--- config.mk ---
export PLATFORM = sky130hd
export DESIGN_NAME = tiled_threshold_dither
export DESIGN_NICKNAME = d
export VERILOG_FILES = /design/src/rtl/core/ttd_pkg.sv /design/src/rtl/core/ttd_fifo.sv /design/src/rtl/core/ttd_front.sv /design/src/rtl/core/ttd_back.sv /design/src/rtl/core/tiled_threshold_dither.sv
export SDC_FILE = /design/constraint.sdc
export NUM_CORES = 2
export LEC_CHECK = 0
export ABC_AREA = 1
export BUFFER_PORTS_ARGS = -buffer_cell sky130_fd_sc_hd__buf_2
export CAP_MARGIN = 20
export CORE_MARGIN = 4
export CORE_UTILIZATION = 45
export CTS_BUF_LIST = sky130_fd_sc_hd__clkbuf_2
export CTS_CLUSTER_SIZE = 30
export DETAILED_ROUTE_END_ITERATION = 12
export HOLD_SLACK_MARGIN = 0.15
export MAX_ROUTING_LAYER = met4
export PLACE_DENSITY = 0.65
export SLEW_MARGIN = 20
export SYNTH_ARGS = -nofsm -noshare
export SYNTH_HDL_FRONTEND = slang
export SYNTH_SLANG_ARGS = --single-unit
export TNS_END_PERCENT = 1
--- constraint.sdc ---
create_clock -name clk -period 29.7 [get_ports clk]
set_input_delay 5.94 -clock clk [delete_from_list [all_inputs] [get_ports clk]]
set_output_delay 5.94 -clock clk [all_outputs]
set_load 0.005 [all_outputs]
--- src/rtl/core/ttd_pkg.sv ---
`default_nettype none
// ----------------------------------------------------------------------------
// ttd_pkg
// Shared types, constants and helpers of the tiled threshold dither block.
// ----------------------------------------------------------------------------
package ttd_pkg;

  // Default sizes of the pattern store and of the image.
  localparam int MAX_PATTERN_WIDTH_DEF  = 16;
  localparam int MAX_PATTERN_HEIGHT_DEF = 16;
  localparam int MAX_IMAGE_WIDTH_DEF    = 4096;
  localparam int MAX_IMAGE_HEIGHT_DEF   = 4096;

  // Register reset values.
  localparam int IMAGE_WIDTH_RST    = 640;
  localparam int IMAGE_HEIGHT_RST   = 480;
  localparam int PATTERN_WIDTH_RST  = 8;
  localparam int PATTERN_HEIGHT_RST = 8;

  // Depths of the command queue and of the result queue (powers of two).
  localparam int CMD_DEPTH = 4;
  localparam int OUT_DEPTH = 4;

  // Configuration port widths.
  localparam int CFG_INDEX_W = 2;
  localparam int CFG_DATA_W  = 13;

  // Register indexes.
  typedef enum logic [CFG_INDEX_W-1:0] {
    REG_IMAGE_WIDTH    = 2'd0,
    REG_IMAGE_HEIGHT   = 2'd1,
    REG_PATTERN_WIDTH  = 2'd2,
    REG_PATTERN_HEIGHT = 2'd3
  } reg_index_t;

  // Item operations.
  localparam logic OP_LOAD  = 1'b0;
  localparam logic OP_PIXEL = 1'b1;

  // Output levels.
  localparam logic [7:0] LEVEL_WHITE = 8'd255;
  localparam logic [7:0] LEVEL_BLACK = 8'd0;

  // Input item as seen on the input channel.
  typedef struct packed {
    logic       opcode;
    logic [7:0] red;
    logic [7:0] green;
    logic [7:0] blue;
  } in_data_t;

  // Result item as seen on the output channel.
  typedef struct packed {
    logic [7:0] level;
    logic       frame_end;
  } out_data_t;

  // Classified command from the front to the back (store address travels apart).
  typedef struct packed {
    logic       op;
    logic [7:0] avg;
    logic       frame_end;
  } cmd_ctl_t;

  // Clamp a size to the range 1..mx.
  function automatic logic [31:0] clamp_size(logic [31:0] v, int unsigned mx);
    logic [31:0] res;
    if (v == 32'd0) begin
      res = 32'd1;
    end else if (v > mx) begin
      res = mx;
    end else begin
      res = v;
    end
    return res;
  endfunction

  // Floor of a sum of three bytes divided by three, by reciprocal multiply.
  function automatic logic [7:0] avg3(logic [7:0] r, logic [7:0] g, logic [7:0] b);
    logic [9:0]  sum;
    logic [20:0] prod;
    sum  = 10'(r) + 10'(g) + 10'(b);
    prod = 21'(sum) * 21'd683;
    return prod[18:11];
  endfunction

endpackage
`default_nettype wire

--- src/rtl/core/ttd_fifo.sv ---
`default_nettype none
// ----------------------------------------------------------------------------
// ttd_fifo
// Small register queue with show-ahead read data and a fill count.
// ----------------------------------------------------------------------------
module ttd_fifo #(
  parameter int WIDTH = 8,
  parameter int DEPTH = 4
) (
  input  wire logic                       clk,
  input  wire logic                       rst_n,
  input  wire logic                       push,
  input  wire logic [WIDTH-1:0]           wr_data,
  input  wire logic                       pop,
  output logic      [WIDTH-1:0]           rd_data,
  output logic                            full,
  output logic                            empty,
  output logic      [$clog2(DEPTH+1)-1:0] count
);

  localparam int PW = (DEPTH > 1) ? $clog2(DEPTH) : 1;
  localparam int CW = $clog2(DEPTH + 1);

  logic [WIDTH-1:0] mem_r [DEPTH];
  logic [PW-1:0]    wr_ptr_r, wr_ptr_nxt;
  logic [PW-1:0]    rd_ptr_r, rd_ptr_nxt;
  logic [CW-1:0]    count_r, count_nxt;
  logic             do_push, do_pop;

  assign do_push = push && !full;
  assign do_pop  = pop && !empty;

  // Pointer and fill count update; pointers wrap at the power-of-two depth.
  always_comb begin
    wr_ptr_nxt = do_push ? wr_ptr_r + PW'(1) : wr_ptr_r;
    rd_ptr_nxt = do_pop ? rd_ptr_r + PW'(1) : rd_ptr_r;
    count_nxt  = count_r;
    if (do_push && !do_pop) begin
      count_nxt = count_r + CW'(1);
    end else if (do_pop && !do_push) begin
      count_nxt = count_r - CW'(1);
    end
  end

  always_ff @(posedge clk) begin
    if (!rst_n) begin
      wr_ptr_r <= '0;
      rd_ptr_r <= '0;
      count_r  <= '0;
    end else begin
      wr_ptr_r <= wr_ptr_nxt;
      rd_ptr_r <= rd_ptr_nxt;
      count_r  <= count_nxt;
    end
  end

  // Entry storage.
  always_ff @(posedge clk) begin
    if (do_push) begin
      mem_r[wr_ptr_r] <= wr_data;
    end
  end

  assign rd_data = mem_r[rd_ptr_r];
  assign full    = (count_r == CW'(DEPTH));
  assign empty   = (count_r == '0);
  assign count   = count_r;

endmodule
`default_nettype wire

--- src/rtl/core/ttd_front.sv ---
`default_nettype none
// ----------------------------------------------------------------------------
// ttd_front
// Accepts items, averages the color, tracks load and pixel positions and
// issues one classified command per item; also holds the size registers.
// ----------------------------------------------------------------------------
module ttd_front #(
  parameter int MAX_PATTERN_WIDTH  = ttd_pkg::MAX_PATTERN_WIDTH_DEF,
  parameter int MAX_PATTERN_HEIGHT = ttd_pkg::MAX_PATTERN_HEIGHT_DEF,
  parameter int MAX_IMAGE_WIDTH    = ttd_pkg::MAX_IMAGE_WIDTH_DEF,
  parameter int MAX_IMAGE_HEIGHT   = ttd_pkg::MAX_IMAGE_HEIGHT_DEF,
  parameter int AW                 = 8
) (
  input  wire logic                            clk,
  input  wire logic                            rst_n,
  input  wire logic                            in_push,
  input  wire ttd_pkg::in_data_t               in_data,
  output logic                                 in_full,
  input  wire logic                            cfg_valid,
  output logic                                 cfg_ready,
  input  wire logic [ttd_pkg::CFG_INDEX_W-1:0] cfg_index,
  input  wire logic [ttd_pkg::CFG_DATA_W-1:0]  cfg_data,
  output logic                                 cmd_push,
  output ttd_pkg::cmd_ctl_t                    cmd_ctl,
  output logic      [AW-1:0]                   cmd_addr,
  input  wire logic                            cmd_full
);

  import ttd_pkg::*;

  localparam int IWW = $clog2(MAX_IMAGE_WIDTH + 1);
  localparam int IHW = $clog2(MAX_IMAGE_HEIGHT + 1);
  localparam int PWW = $clog2(MAX_PATTERN_WIDTH + 1);
  localparam int PHW = $clog2(MAX_PATTERN_HEIGHT + 1);
  localparam int TCW = (MAX_PATTERN_WIDTH > 1) ? $clog2(MAX_PATTERN_WIDTH) : 1;
  localparam int TRW = (MAX_PATTERN_HEIGHT > 1) ? $clog2(MAX_PATTERN_HEIGHT) : 1;
  localparam int MW  = TRW + PWW + 1;

  logic [IWW-1:0] iw_r, iw_nxt;
  logic [IHW-1:0] ih_r, ih_nxt;
  logic [PWW-1:0] pw_r, pw_nxt;
  logic [PHW-1:0] ph_r, ph_nxt;
  logic [AW-1:0]  load_pos_r, load_pos_nxt;
  logic [IWW-1:0] pcol_r, pcol_nxt;
  logic [IHW-1:0] prow_r, prow_nxt;
  logic [TCW-1:0] tcol_r, tcol_nxt;
  logic [TRW-1:0] trow_r, trow_nxt;

  logic           accept;
  logic           cfg_wr;
  logic           col_wrap, row_wrap, tcol_wrap, trow_wrap, load_wrap;
  logic [MW-1:0]  tile_addr;
  logic [PWW+PHW-1:0] entries;

  assign cfg_ready = 1'b1;
  assign cfg_wr    = cfg_valid && cfg_ready;
  assign in_full   = cmd_full;
  assign accept    = in_push && !cmd_full;

  // Wrap conditions of the position counters.
  assign entries   = (PWW + PHW)'(pw_r) * (PWW + PHW)'(ph_r);
  assign load_wrap = (32'(load_pos_r) + 32'd1) >= 32'(entries);
  assign col_wrap  = ({1'b0, pcol_r} + (IWW + 1)'(1)) >= {1'b0, iw_r};
  assign row_wrap  = ({1'b0, prow_r} + (IHW + 1)'(1)) >= {1'b0, ih_r};
  assign tcol_wrap = (32'(tcol_r) + 32'd1) >= 32'(pw_r);
  assign trow_wrap = (32'(trow_r) + 32'd1) >= 32'(ph_r);

  // Pattern entry of the current pixel: row times pattern width plus column.
  assign tile_addr = MW'(trow_r) * MW'(pw_r) + MW'(tcol_r);

  // Command issued to the back.
  always_comb begin
    cmd_push          = accept;
    cmd_ctl.op        = in_data.opcode;
    cmd_ctl.avg       = avg3(in_data.red, in_data.green, in_data.blue);
    cmd_ctl.frame_end = col_wrap && row_wrap;
    cmd_addr          = (in_data.opcode == OP_PIXEL) ? AW'(tile_addr) : load_pos_r;
  end

  // Next values of the size registers and the position counters.
  always_comb begin
    iw_nxt       = iw_r;
    ih_nxt       = ih_r;
    pw_nxt       = pw_r;
    ph_nxt       = ph_r;
    load_pos_nxt = load_pos_r;
    pcol_nxt     = pcol_r;
    prow_nxt     = prow_r;
    tcol_nxt     = tcol_r;
    trow_nxt     = trow_r;
    if (cfg_wr) begin
      load_pos_nxt = '0;
      pcol_nxt     = '0;
      prow_nxt     = '0;
      tcol_nxt     = '0;
      trow_nxt     = '0;
      case (reg_index_t'(cfg_index))
        REG_IMAGE_WIDTH: begin
          iw_nxt = IWW'(clamp_size(32'(cfg_data), MAX_IMAGE_WIDTH));
        end
        REG_IMAGE_HEIGHT: begin
          ih_nxt = IHW'(clamp_size(32'(cfg_data), MAX_IMAGE_HEIGHT));
        end
        REG_PATTERN_WIDTH: begin
          pw_nxt = PWW'(clamp_size(32'(cfg_data[4:0]), MAX_PATTERN_WIDTH));
        end
        REG_PATTERN_HEIGHT: begin
          ph_nxt = PHW'(clamp_size(32'(cfg_data[4:0]), MAX_PATTERN_HEIGHT));
        end
        default: begin
          load_pos_nxt = load_pos_r;
        end
      endcase
    end else if (accept && (in_data.opcode == OP_LOAD)) begin
      load_pos_nxt = load_wrap ? '0 : load_pos_r + AW'(1);
    end else if (accept) begin
      tcol_nxt = tcol_wrap ? '0 : tcol_r + TCW'(1);
      pcol_nxt = pcol_r + IWW'(1);
      if (col_wrap) begin
        pcol_nxt = '0;
        tcol_nxt = '0;
        trow_nxt = trow_wrap ? '0 : trow_r + TRW'(1);
        prow_nxt = prow_r + IHW'(1);
        if (row_wrap) begin
          prow_nxt = '0;
          trow_nxt = '0;
        end
      end
    end
  end

  always_ff @(posedge clk) begin
    if (!rst_n) begin
      iw_r       <= IWW'(clamp_size(32'(IMAGE_WIDTH_RST), MAX_IMAGE_WIDTH));
      ih_r       <= IHW'(clamp_size(32'(IMAGE_HEIGHT_RST), MAX_IMAGE_HEIGHT));
      pw_r       <= PWW'(clamp_size(32'(PATTERN_WIDTH_RST), MAX_PATTERN_WIDTH));
      ph_r       <= PHW'(clamp_size(32'(PATTERN_HEIGHT_RST), MAX_PATTERN_HEIGHT));
      load_pos_r <= '0;
      pcol_r     <= '0;
      prow_r     <= '0;
      tcol_r     <= '0;
      trow_r     <= '0;
    end else begin
      iw_r       <= iw_nxt;
      ih_r       <= ih_nxt;
      pw_r       <= pw_nxt;
      ph_r       <= ph_nxt;
      load_pos_r <= load_pos_nxt;
      pcol_r     <= pcol_nxt;
      prow_r     <= prow_nxt;
      tcol_r     <= tcol_nxt;
      trow_r     <= trow_nxt;
    end
  end

`ifndef SYNTH
  // The tile position always stays inside the configured pattern.
  a_tile_in_pattern: assert property (@(posedge clk) disable iff (!rst_n)
    (32'(tcol_r) < 32'(pw_r)) && (32'(trow_r) < 32'(ph_r)))
    else $error("tile position outside pattern");

  // A pixel command addresses an entry of the configured pattern.
  a_addr_in_pattern: assert property (@(posedge clk) disable iff (!rst_n)
    (accept && (in_data.opcode == OP_PIXEL)) |-> (32'(tile_addr) < 32'(entries)))
    else $error("pixel address beyond pattern");

  // A configuration write restarts the pixel position.
  a_cfg_restart: assert property (@(posedge clk) disable iff (!rst_n)
    cfg_wr |=> ((pcol_r == '0) && (prow_r == '0) && (load_pos_r == '0)))
    else $error("counters not restarted after register write");
`endif

endmodule
`default_nettype wire

--- src/rtl/core/ttd_back.sv ---
`default_nettype none
// ----------------------------------------------------------------------------
// ttd_back
// Executes commands against the threshold store: loads write an entry,
// pixels read their entry and compare it with the gray value.
// ----------------------------------------------------------------------------
module ttd_back #(
  parameter int AW        = 8,
  parameter int DEPTH     = 256,
  parameter int OUT_DEPTH = 4
) (
  input  wire logic                             clk,
  input  wire logic                             rst_n,
  input  wire ttd_pkg::cmd_ctl_t                cmd_ctl,
  input  wire logic [AW-1:0]                    cmd_addr,
  input  wire logic                             cmd_empty,
  output logic                                  cmd_pop,
  output logic                                  res_push,
  output ttd_pkg::out_data_t                    res_data,
  input  wire logic [$clog2(OUT_DEPTH+1)-1:0]   res_count,
  input  wire logic                             res_full
);

  import ttd_pkg::*;

  logic [7:0] store_r [DEPTH];
  logic [7:0] thr_r;
  logic [7:0] avg_r;
  logic       frame_end_r;
  logic       s1_valid_r, s1_valid_nxt;

  // Issue a command only while the result queue has room for it and for
  // the pixel already in flight.
  assign cmd_pop      = !cmd_empty &&
                        ((32'(res_count) + 32'(s1_valid_r)) < 32'(OUT_DEPTH));
  assign s1_valid_nxt = cmd_pop && (cmd_ctl.op == OP_PIXEL);

  // Threshold store: one write or one registered read per cycle.
  always_ff @(posedge clk) begin
    if (cmd_pop && (cmd_ctl.op == OP_LOAD)) begin
      store_r[cmd_addr] <= cmd_ctl.avg;
    end
    thr_r <= store_r[cmd_addr];
  end

  // Pixel payload held beside the store read.
  always_ff @(posedge clk) begin
    avg_r       <= cmd_ctl.avg;
    frame_end_r <= cmd_ctl.frame_end;
  end

  always_ff @(posedge clk) begin
    if (!rst_n) begin
      s1_valid_r <= 1'b0;
    end else begin
      s1_valid_r <= s1_valid_nxt;
    end
  end

  // Compare and hand the result to the output queue.
  always_comb begin
    res_push           = s1_valid_r;
    res_data.level     = (avg_r > thr_r) ? LEVEL_WHITE : LEVEL_BLACK;
    res_data.frame_end = frame_end_r;
  end

`ifndef SYNTH
  // The credit check keeps the result queue from overflowing.
  a_no_overflow: assert property (@(posedge clk) disable iff (!rst_n)
    res_push |-> !res_full)
    else $error("result pushed into full queue");

  // A result follows in the cycle after each issued pixel command.
  a_result_follows_pixel: assert property (@(posedge clk) disable iff (!rst_n)
    (cmd_pop && (cmd_ctl.op == OP_PIXEL)) |=> res_push)
    else $error("pixel command lost");

  // Load commands never produce a result.
  a_load_silent: assert property (@(posedge clk) disable iff (!rst_n)
    (cmd_pop && (cmd_ctl.op == OP_LOAD)) |=> !res_push)
    else $error("load command produced a result");
`endif

endmodule
`default_nettype wire

--- src/rtl/core/tiled_threshold_dither.sv ---
`default_nettype none
// ----------------------------------------------------------------------------
// tiled_threshold_dither
// Ordered dither of a pixel stream against a loadable tiled threshold pattern.
// ----------------------------------------------------------------------------
// Usage:
//   Input items arrive on a queue-like port: a transfer happens when in_push
//   is high and in_full is low. Opcode 0 loads the next pattern texel, opcode 1
//   dithers the next pixel. Results leave on a queue-like port: while out_empty
//   is low the oldest result is on out_data, and a transfer happens when
//   out_pop is high. Load items give no result.
//   Throughput is one item per cycle while in_full is low. A pixel passes the
//   command queue, the registered store read and the result queue.
//   A front part averages the color and tracks positions, a four-entry command
//   queue feeds the back part, which writes or reads the threshold store and
//   compares; a four-entry result queue decouples the receiver.
//   When the receiver stalls, the result queue fills, the back part stops,
//   then the command queue fills and in_full rises; nothing is dropped.
//   Reset (rst_n low, synchronous) empties both queues, zeroes all positions
//   and restores the sizes to 640 by 480 and an 8 by 8 pattern. The threshold
//   store is not cleared: load the pattern before dithering.
//   Size registers are written through cfg_valid/cfg_ready only while idle, a
//   user rule the block does not enforce; each write restarts load and pixel positions.
// ----------------------------------------------------------------------------
module tiled_threshold_dither #(
  parameter int MAX_PATTERN_WIDTH  = ttd_pkg::MAX_PATTERN_WIDTH_DEF,
  parameter int MAX_PATTERN_HEIGHT = ttd_pkg::MAX_PATTERN_HEIGHT_DEF,
  parameter int MAX_IMAGE_WIDTH    = ttd_pkg::MAX_IMAGE_WIDTH_DEF,
  parameter int MAX_IMAGE_HEIGHT   = ttd_pkg::MAX_IMAGE_HEIGHT_DEF
) (
  input  wire logic                            clk,
  input  wire logic                            rst_n,
  input  wire logic                            in_push,
  input  wire ttd_pkg::in_data_t               in_data,
  output logic                                 in_full,
  output logic                                 out_empty,
  input  wire logic                            out_pop,
  output ttd_pkg::out_data_t                   out_data,
  input  wire logic                            cfg_valid,
  output logic                                 cfg_ready,
  input  wire logic [ttd_pkg::CFG_INDEX_W-1:0] cfg_index,
  input  wire logic [ttd_pkg::CFG_DATA_W-1:0]  cfg_data
);

  import ttd_pkg::*;

  localparam int DEPTH = MAX_PATTERN_WIDTH * MAX_PATTERN_HEIGHT;
  localparam int AW    = (DEPTH > 1) ? $clog2(DEPTH) : 1;
  localparam int CMDW  = $bits(cmd_ctl_t) + AW;
  localparam int OCW   = $clog2(OUT_DEPTH + 1);
  localparam int CCW   = $clog2(CMD_DEPTH + 1);

  cmd_ctl_t        f_ctl, b_ctl;
  logic [AW-1:0]   f_addr, b_addr;
  logic            f_push, cmd_full, cmd_empty, cmd_pop;
  logic [CCW-1:0]  cmd_count;
  logic            res_push, res_full;
  out_data_t       res_data;
  logic [OCW-1:0]  res_count;
  logic [CMDW-1:0] cmd_rd;

  ttd_front #(
    .MAX_PATTERN_WIDTH  (MAX_PATTERN_WIDTH),
    .MAX_PATTERN_HEIGHT (MAX_PATTERN_HEIGHT),
    .MAX_IMAGE_WIDTH    (MAX_IMAGE_WIDTH),
    .MAX_IMAGE_HEIGHT   (MAX_IMAGE_HEIGHT),
    .AW                 (AW)
  ) u_front (
    .clk       (clk),
    .rst_n     (rst_n),
    .in_push   (in_push),
    .in_data   (in_data),
    .in_full   (in_full),
    .cfg_valid (cfg_valid),
    .cfg_ready (cfg_ready),
    .cfg_index (cfg_index),
    .cfg_data  (cfg_data),
    .cmd_push  (f_push),
    .cmd_ctl   (f_ctl),
    .cmd_addr  (f_addr),
    .cmd_full  (cmd_full)
  );

  // Command queue between the front and the back.
  ttd_fifo #(
    .WIDTH (CMDW),
    .DEPTH (CMD_DEPTH)
  ) u_cmd_q (
    .clk     (clk),
    .rst_n   (rst_n),
    .push    (f_push),
    .wr_data ({f_ctl, f_addr}),
    .pop     (cmd_pop),
    .rd_data (cmd_rd),
    .full    (cmd_full),
    .empty   (cmd_empty),
    .count   (cmd_count)
  );

  assign b_ctl  = cmd_ctl_t'(cmd_rd[CMDW-1:AW]);
  assign b_addr = cmd_rd[AW-1:0];

  ttd_back #(
    .AW        (AW),
    .DEPTH     (DEPTH),
    .OUT_DEPTH (OUT_DEPTH)
  ) u_back (
    .clk       (clk),
    .rst_n     (rst_n),
    .cmd_ctl   (b_ctl),
    .cmd_addr  (b_addr),
    .cmd_empty (cmd_empty),
    .cmd_pop   (cmd_pop),
    .res_push  (res_push),
    .res_data  (res_data),
    .res_count (res_count),
    .res_full  (res_full)
  );

  // Result queue toward the receiver.
  ttd_fifo #(
    .WIDTH ($bits(out_data_t)),
    .DEPTH (OUT_DEPTH)
  ) u_out_q (
    .clk     (clk),
    .rst_n   (rst_n),
    .push    (res_push),
    .wr_data (res_data),
    .pop     (out_pop),
    .rd_data (out_data),
    .full    (res_full),
    .empty   (out_empty),
    .count   (res_count)
  );

`ifndef SYNTH
  // The command queue count agrees with its flags.
  a_cmd_flags: assert property (@(posedge clk) disable iff (!rst_n)
    (cmd_empty == (cmd_count == '0)) && (cmd_full == (cmd_count == CCW'(CMD_DEPTH))))
    else $error("command queue flags inconsistent");

  // Back pressure reaches the input only through a full command queue.
  a_full_source: assert property (@(posedge clk) disable iff (!rst_n)
    in_full == cmd_full)
    else $error("input full not from command queue");

  // The back never issues from an empty command queue.
  a_no_underflow: assert property (@(posedge clk) disable iff (!rst_n)
    cmd_pop |-> !cmd_empty)
    else $error("command popped from empty queue");
`endif

endmodule
`default_nettype wire

* Yosys cells after proc, flatten, opt, wreduce, memory -nomap -nowiden
Memory sizes are Yosys's and may differ from the RTL's. A register that Yosys moved wholly into a read port is not among the register bits.
Index checks and enable logic that the tools add are counted.
** Word-level totals
- Flip-flop bits (word level) :: 102
- Memory bits (writable) :: 2156
- Memories :: 3
** Memory list
- u_back.store_r :: words 256, bits a word 8, read ports 1, clocked after Yosys merged registers in 1, wr ports 1, line ttd_back.sv:26 : logic [7:0] store_r [DEPTH];
- u_cmd_q.mem_r :: words 4, bits a word 18, read ports 1, clocked after Yosys merged registers in 1, wr ports 1, line ttd_fifo.sv:24 : logic [WIDTH-1:0] mem_r [DEPTH];
- u_out_q.mem_r :: words 4, bits a word 9, read ports 1, clocked after Yosys merged registers in 1, wr ports 1, line ttd_fifo.sv:24
** Cells by class
- $add $sub $neg :: 22
- Multipliers :: 3
- $lt $le $gt $ge :: 9
- Equality and inequality tests :: 5
- Muxes and demuxes :: 27
- Bitwise operators :: 4
- Reduce and logical (&&, ||, !) cells :: 36
** Operators by type and width (count)
- 32-bit by 5-bit >= comparator with 1-bit output :: 2
- 13-bit 2-to-1 mux :: 4
- 32-bit by 10-bit >= comparator with 1-bit output :: 1
- 32-bit by 3-bit less-than comparator with 1-bit output, second input constant :: 1
- 13-bit by 1-bit adder with 14-bit output, second input constant :: 2
- 14-bit by 13-bit >= comparator with 1-bit output :: 2
- 13-bit by 1-bit adder with 13-bit output, second input constant :: 2
- 8-bit 2-to-1 mux :: 3
- 10-bit by 10-bit multiplier with 19-bit output, second input constant :: 1
- 4-bit 2-to-1 mux :: 4
- 1-bit logical AND :: 14
- 13-bit > comparator, second input constant :: 1
- 13-bit zero test :: 1
- 3-bit 2-to-1 mux :: 4
- 10-bit by 8-bit adder with 10-bit output :: 1
- 4-bit by 1-bit adder with 5-bit output, second input constant :: 2
- 5-bit by 5-bit multiplier with 10-bit output :: 1
- 5-bit 2-to-1 mux :: 2
- 2-bit AND reduction :: 5
- 8-bit by 1-bit adder with 9-bit output, second input constant :: 1
- 8-bit by 8-bit adder with 9-bit output :: 1
- 2-bit by 1-bit adder with 2-bit output, second input constant :: 4
- 4-bit by 1-bit adder with 4-bit output, second input constant :: 2
- 8-bit by 1-bit adder with 8-bit output, second input constant :: 1
- 20 further kinds :: 44

* Logic depth before layout (Yosys ltp)
- Depth after elaboration :: 8
- Depth in mapped cells :: 29
- Mapped depth without buffers :: 29

* Modules after synthesis
A second synthesis with hierarchy kept.
** Unflattened totals
- Cell total of the unflattened synthesis :: 9528
- Area total of the unflattened synthesis :: 99477.9 µm²
** Modules (own cells, without submodules)
- ttd_back :: instances 1, cells an instance 7852, area each 85179.2 µm², seq. area each 61859.3 µm²
- ttd_front :: instances 1, cells an instance 1276, area each 9235.1 µm², seq. area each 1561.5 µm²
- ttd_fifo at u_cmd_q :: instances 1, cells an instance 244, area each 3203.1 µm², seq. area each 2342.2 µm²
- ttd_fifo at u_out_q :: instances 1, cells an instance 156, area each 1860.5 µm², seq. area each 1261.2 µm²

* Worst setup path before layout
Ideal clock, no wire load.
- Path type :: input to register
- From :: input in_data[8] (netlist name)
- To :: memory u_cmd_q.mem_r[0][15] (netlist name) (data pin)
- Library setup time :: 0.180 ns
- Arrival :: 11.325 ns
- Setup slack :: 18.194 ns
- Cell stages on the path :: 26
- Path buffers :: 0
- Path through :: ha_1 inv_1 fa_1 inv_1 fa_1 a21oi_1 o21ai_0 a21oi_1 o21bai_1 a21o_1 a21oi_1 xor2_1 inv_1 ha_1 ha_1 fa_1 fa_1 inv_1 fa_1 inv_1 ha_1 nand2_1 nor4_1 o21ai_0 nand4_1 xor2_1
** RTL lines
- from (decl) :: line tiled_threshold_dither.sv:34 : input wire ttd_pkg::in_data_t in_data,
- to (decl) :: line ttd_fifo.sv:24

==> results.cfg <==
[synthesis]
yosys.area_share.simple_pct = 21.6
synth.cell_area_um2 = 97000
synth-async-reset-ratio_pct = 0
avgSynthCellArea_um2 = 10.5
yosys_warnings = 0
ys_top_cells_by_area = edfxtp_1 (66%), nand2_1 (17%), dfxtp_1 (2.4%)
synth_mux_area_share_pct = 0
yosysSeqAreaShare_pct = 68.2
synth-xor-area-share_pct = 0.605
synth_top_area_cell = edfxtp_1
yosys.area_share.adder_pct = 3.14
synth_fp_nets = 9505
synth_top_family_by_area = simple AND/OR/NAND/NOR gates
synth-main-ff-cell = edfxtp_1
yosysTopAreaCellShare_pct = 65.9
synth_compound_area_share_pct = 2.97
syn_inst = 9241
synth-seq-cells = 2242
synthDistinctLibCells = 47
synth_edf_count = 2128

[timing]
period_share_pct = 35.8
rsz0062_at_grt = no
fmax_ghz = 0.0940
skew_ns = 0.152
tightest_slew_ns = 1.26
finalSetupViolCount = 0
final_max_slew_viol_count = 0
slew_headroom_pct = 15.8
finalHoldViolCount = 0
fin_tns_setup_ns = 0
fin_crit_ns = 10.63

[finish]
final_cell_area_um2 = 105000
final_cells = 12700
mostFrequentLayoutCell = nand2_1
drive_gt1_share_pct = 10.8
nNetsFinal = 9794
final_cell_mix = nand2_1 (4,429), edfxtp_1 (2,128), clkbuf_2 (849)
area_growth_pct = 7.85

[power_and_ir_drop]
powerDensity_nw_per_um2 = 116
p_leak_nw = 42.3
ir_drop_mv = 0.158

[cts]
numClockSinks = 2242
ctsResizeCount = 0
cts_hold_buf = 0
cts_setup_buffers = 0
cts_root_buf = clkbuf_2
path_clk_slew_ns = 0.11
clockBufferDepth = 4
cts_max_level = 6
cts_buffers = 586
cts_tree = done
worstSkewPairLatency_ns = 1.92

[drt]
drc = 0
routedWlPerCell_um = 21.5
ant_nets = 0
drtIter0Drc = 7989
vias = 68500
first_pass_iters = 8
totalWireLength_um = 273000
vias_per_cell = 5.38

[worst_setup_path]
worstPathArrival_ns = 12.20
crit_path_start_kind = input pin
required_ns = 31.27
rrSetupSlack_ns = 23.03
critical_path_class = input pin to flop
end_kind = flop
critPathMaxFanout = 4

[outcome]
status = finished clean

[flow_run]
maxCapViolCount = 0

[global_route]
grt_pass1_wl_um = 410000
antenna_found_initial = 7
grt-ovfl-total = 0
grt_pass1_vias = 67300
grt_start_max_net_pins = 190
grt_util_all_layers_pct = 24.8

[place]
routabilityCongestion = 0.861
dp_hpwl_um = 153000
post_dp_cell_area_um2 = 99800
portBuffers = 55
dp_cells = 11800

[floorplan]
io-pin-count = 57
start_util_pct = 45.2
coreArea_um2 = 215000
fp.dieH_um = 472
rows = 170
fp.dieArea_um2 = 223000
die_x_um = 472

[worst_hold_path]
hp-class = flop to flop
==> Yosys cell counts (6+ instances only) <==
cell type and n:
nand2_1 4430, edfxtp_1 2128, nor2_1 554, inv_1 304, nand3_1 288, buf_2 280, a21oi_1 216, ha_1 178
o21ai_0 177, clkbuf_1 119, dfxtp_1 114, nand4_1 86, o21ai_1 86, xor2_1 48, fa_1 41, buf_1 38
nor3_1 19, xnor2_1 19, buf_4 15, o22ai_1 13, a22oi_1 9, a21o_1 8, buf_6 8, o21bai_1 8
o21a_1 6
==> layout make-up <==
class	instances	area, µm²
Antenna cell	12	30.0
Clock buffer	849	4250
Clock inverter	93	463
Fill cell	19500	110000
Inverter	313	1200
Multi-Input combinational cell	6226	27700
Sequential cell	2242	66200
Tap cell	2838	3550
Timing Repair Buffer	161	1290
==> state kept, by name, summed over array words and instances, names as in the netlist, named ones only <==
| register | flops |
|---|---|
| u_cmd_q.mem_r | 72 |
| u_out_q.wr_ptr_r | 2 |
| u_front.ih_r | 13 |
| u_back.thr_r | 8 |
| u_cmd_q.rd_ptr_r | 2 |
| u_front.trow_r | 4 |
| u_back.res_push | 1 |
| u_front.iw_r | 13 |
| u_front.pw_r | 5 |
| u_back.frame_end_r | 1 |
| u_cmd_q.count | 3 |
| u_cmd_q.wr_ptr_r | 2 |
| u_out_q.count | 3 |
| u_out_q.mem_r | 8 |
| u_front.tcol_r | 4 |
| u_back.avg_r | 8 |
| u_front.prow_r | 13 |
| u_front.ph_r | 5 |
| u_out_q.rd_ptr_r | 2 |
| u_front.pcol_r | 13 |
| u_back.store_r | 2048 |
| u_front.load_pos_r | 8 |
==> cell families (layout without fill, tap and decap cells) <==
family,count (synthesis),count (layout)
adders and majority gates,219,219
and+or+nand+nor,5394,5394
other,1,13
AOI/OAI and AO/OA,545,545
buffers and inverters,773,1416
DFF,2242,2242
xor gates and xnor gates,67,67
==> power by group <==
group / total, W / switching [W] / leakage (nW) / internal (W)
combinational: 0.00558 / 0.00429 / 18.5 / 0.00129
clock: 0.00202 / 0.00124 / 3.76 / 0.000782
sequential: 0.00458 / 0.0000259 / 20.1 / 0.00455
total: 0.0122 / 0.00555 / 42.3 / 0.00662
==> worst max-delay path, stage by stage <==
cell and delay, ns:
buf_2 0.09, ha_1 0.16, inv_1 0.05, fa_1 0.48, inv_1 0.07, fa_1 0.44
a21oi_1 0.16, o21ai_0 0.15, a21oi_1 0.18, o21bai_1 0.11, a21o_1 0.17, a21oi_1 0.15
xor2_1 0.31, inv_1 0.17, ha_1 0.30, ha_1 0.35, fa_1 0.49, fa_1 0.57
inv_1 0.06, fa_1 0.50, inv_1 0.05, ha_1 0.34, nand2_1 0.09, nor4_1 0.27
o21ai_0 0.16, nand4_1 0.11, xor2_1 0.30
==> per-layer routing <==
| metal | GRT usage (%) | share of wire, % | wire length, µm |
|---|---|---|---|
| met5 | - | 0 | 0 |
| met2 | 38.1 | 46 | 126000 |
| met4 | 9.68 | 3.6 | 9770 |
| met1 | 32.2 | 40 | 110000 |
| met3 | 5.53 | 10 | 28300 |
==> per-stage QoR <==
step | power (W) | setup WS (ns) | hold slack [ns] | utilization [%]
2_1_floorplan | 0.00844 | 18.19 | 0.436 | -
3_3_place_gp | 0.0101 | 17.19 | 0.454 | 46.5
3_5_place_dp | 0.0102 | 17.22 | 0.467 | 46.5
4_1_cts | 0.0122 | 19.17 | 0.461 | 48.7
5_1_grt | 0.0130 | 18.68 | 0.483 | 48.7
6_report | 0.0122 | 19.07 | 0.481 | 48.7
==> path summary, 6_finish.rpt <==
| kind | end | depth (start not counted) | startpoint |
|---|---|---|---|
| setup / recovery | u_cmd_q.mem_r[2][15] | 27 | in_data[8] |
| hold / removal | u_front.prow_r[11] | 2 | u_front.prow_r[11] |
| hold reg to reg | u_front.prow_r[11] | 2 | u_front.prow_r[11] |
| setup reg to reg | u_back.thr_r[1] | 21 | flop |
No activity file was read; power rests on OpenSTA's default activity.
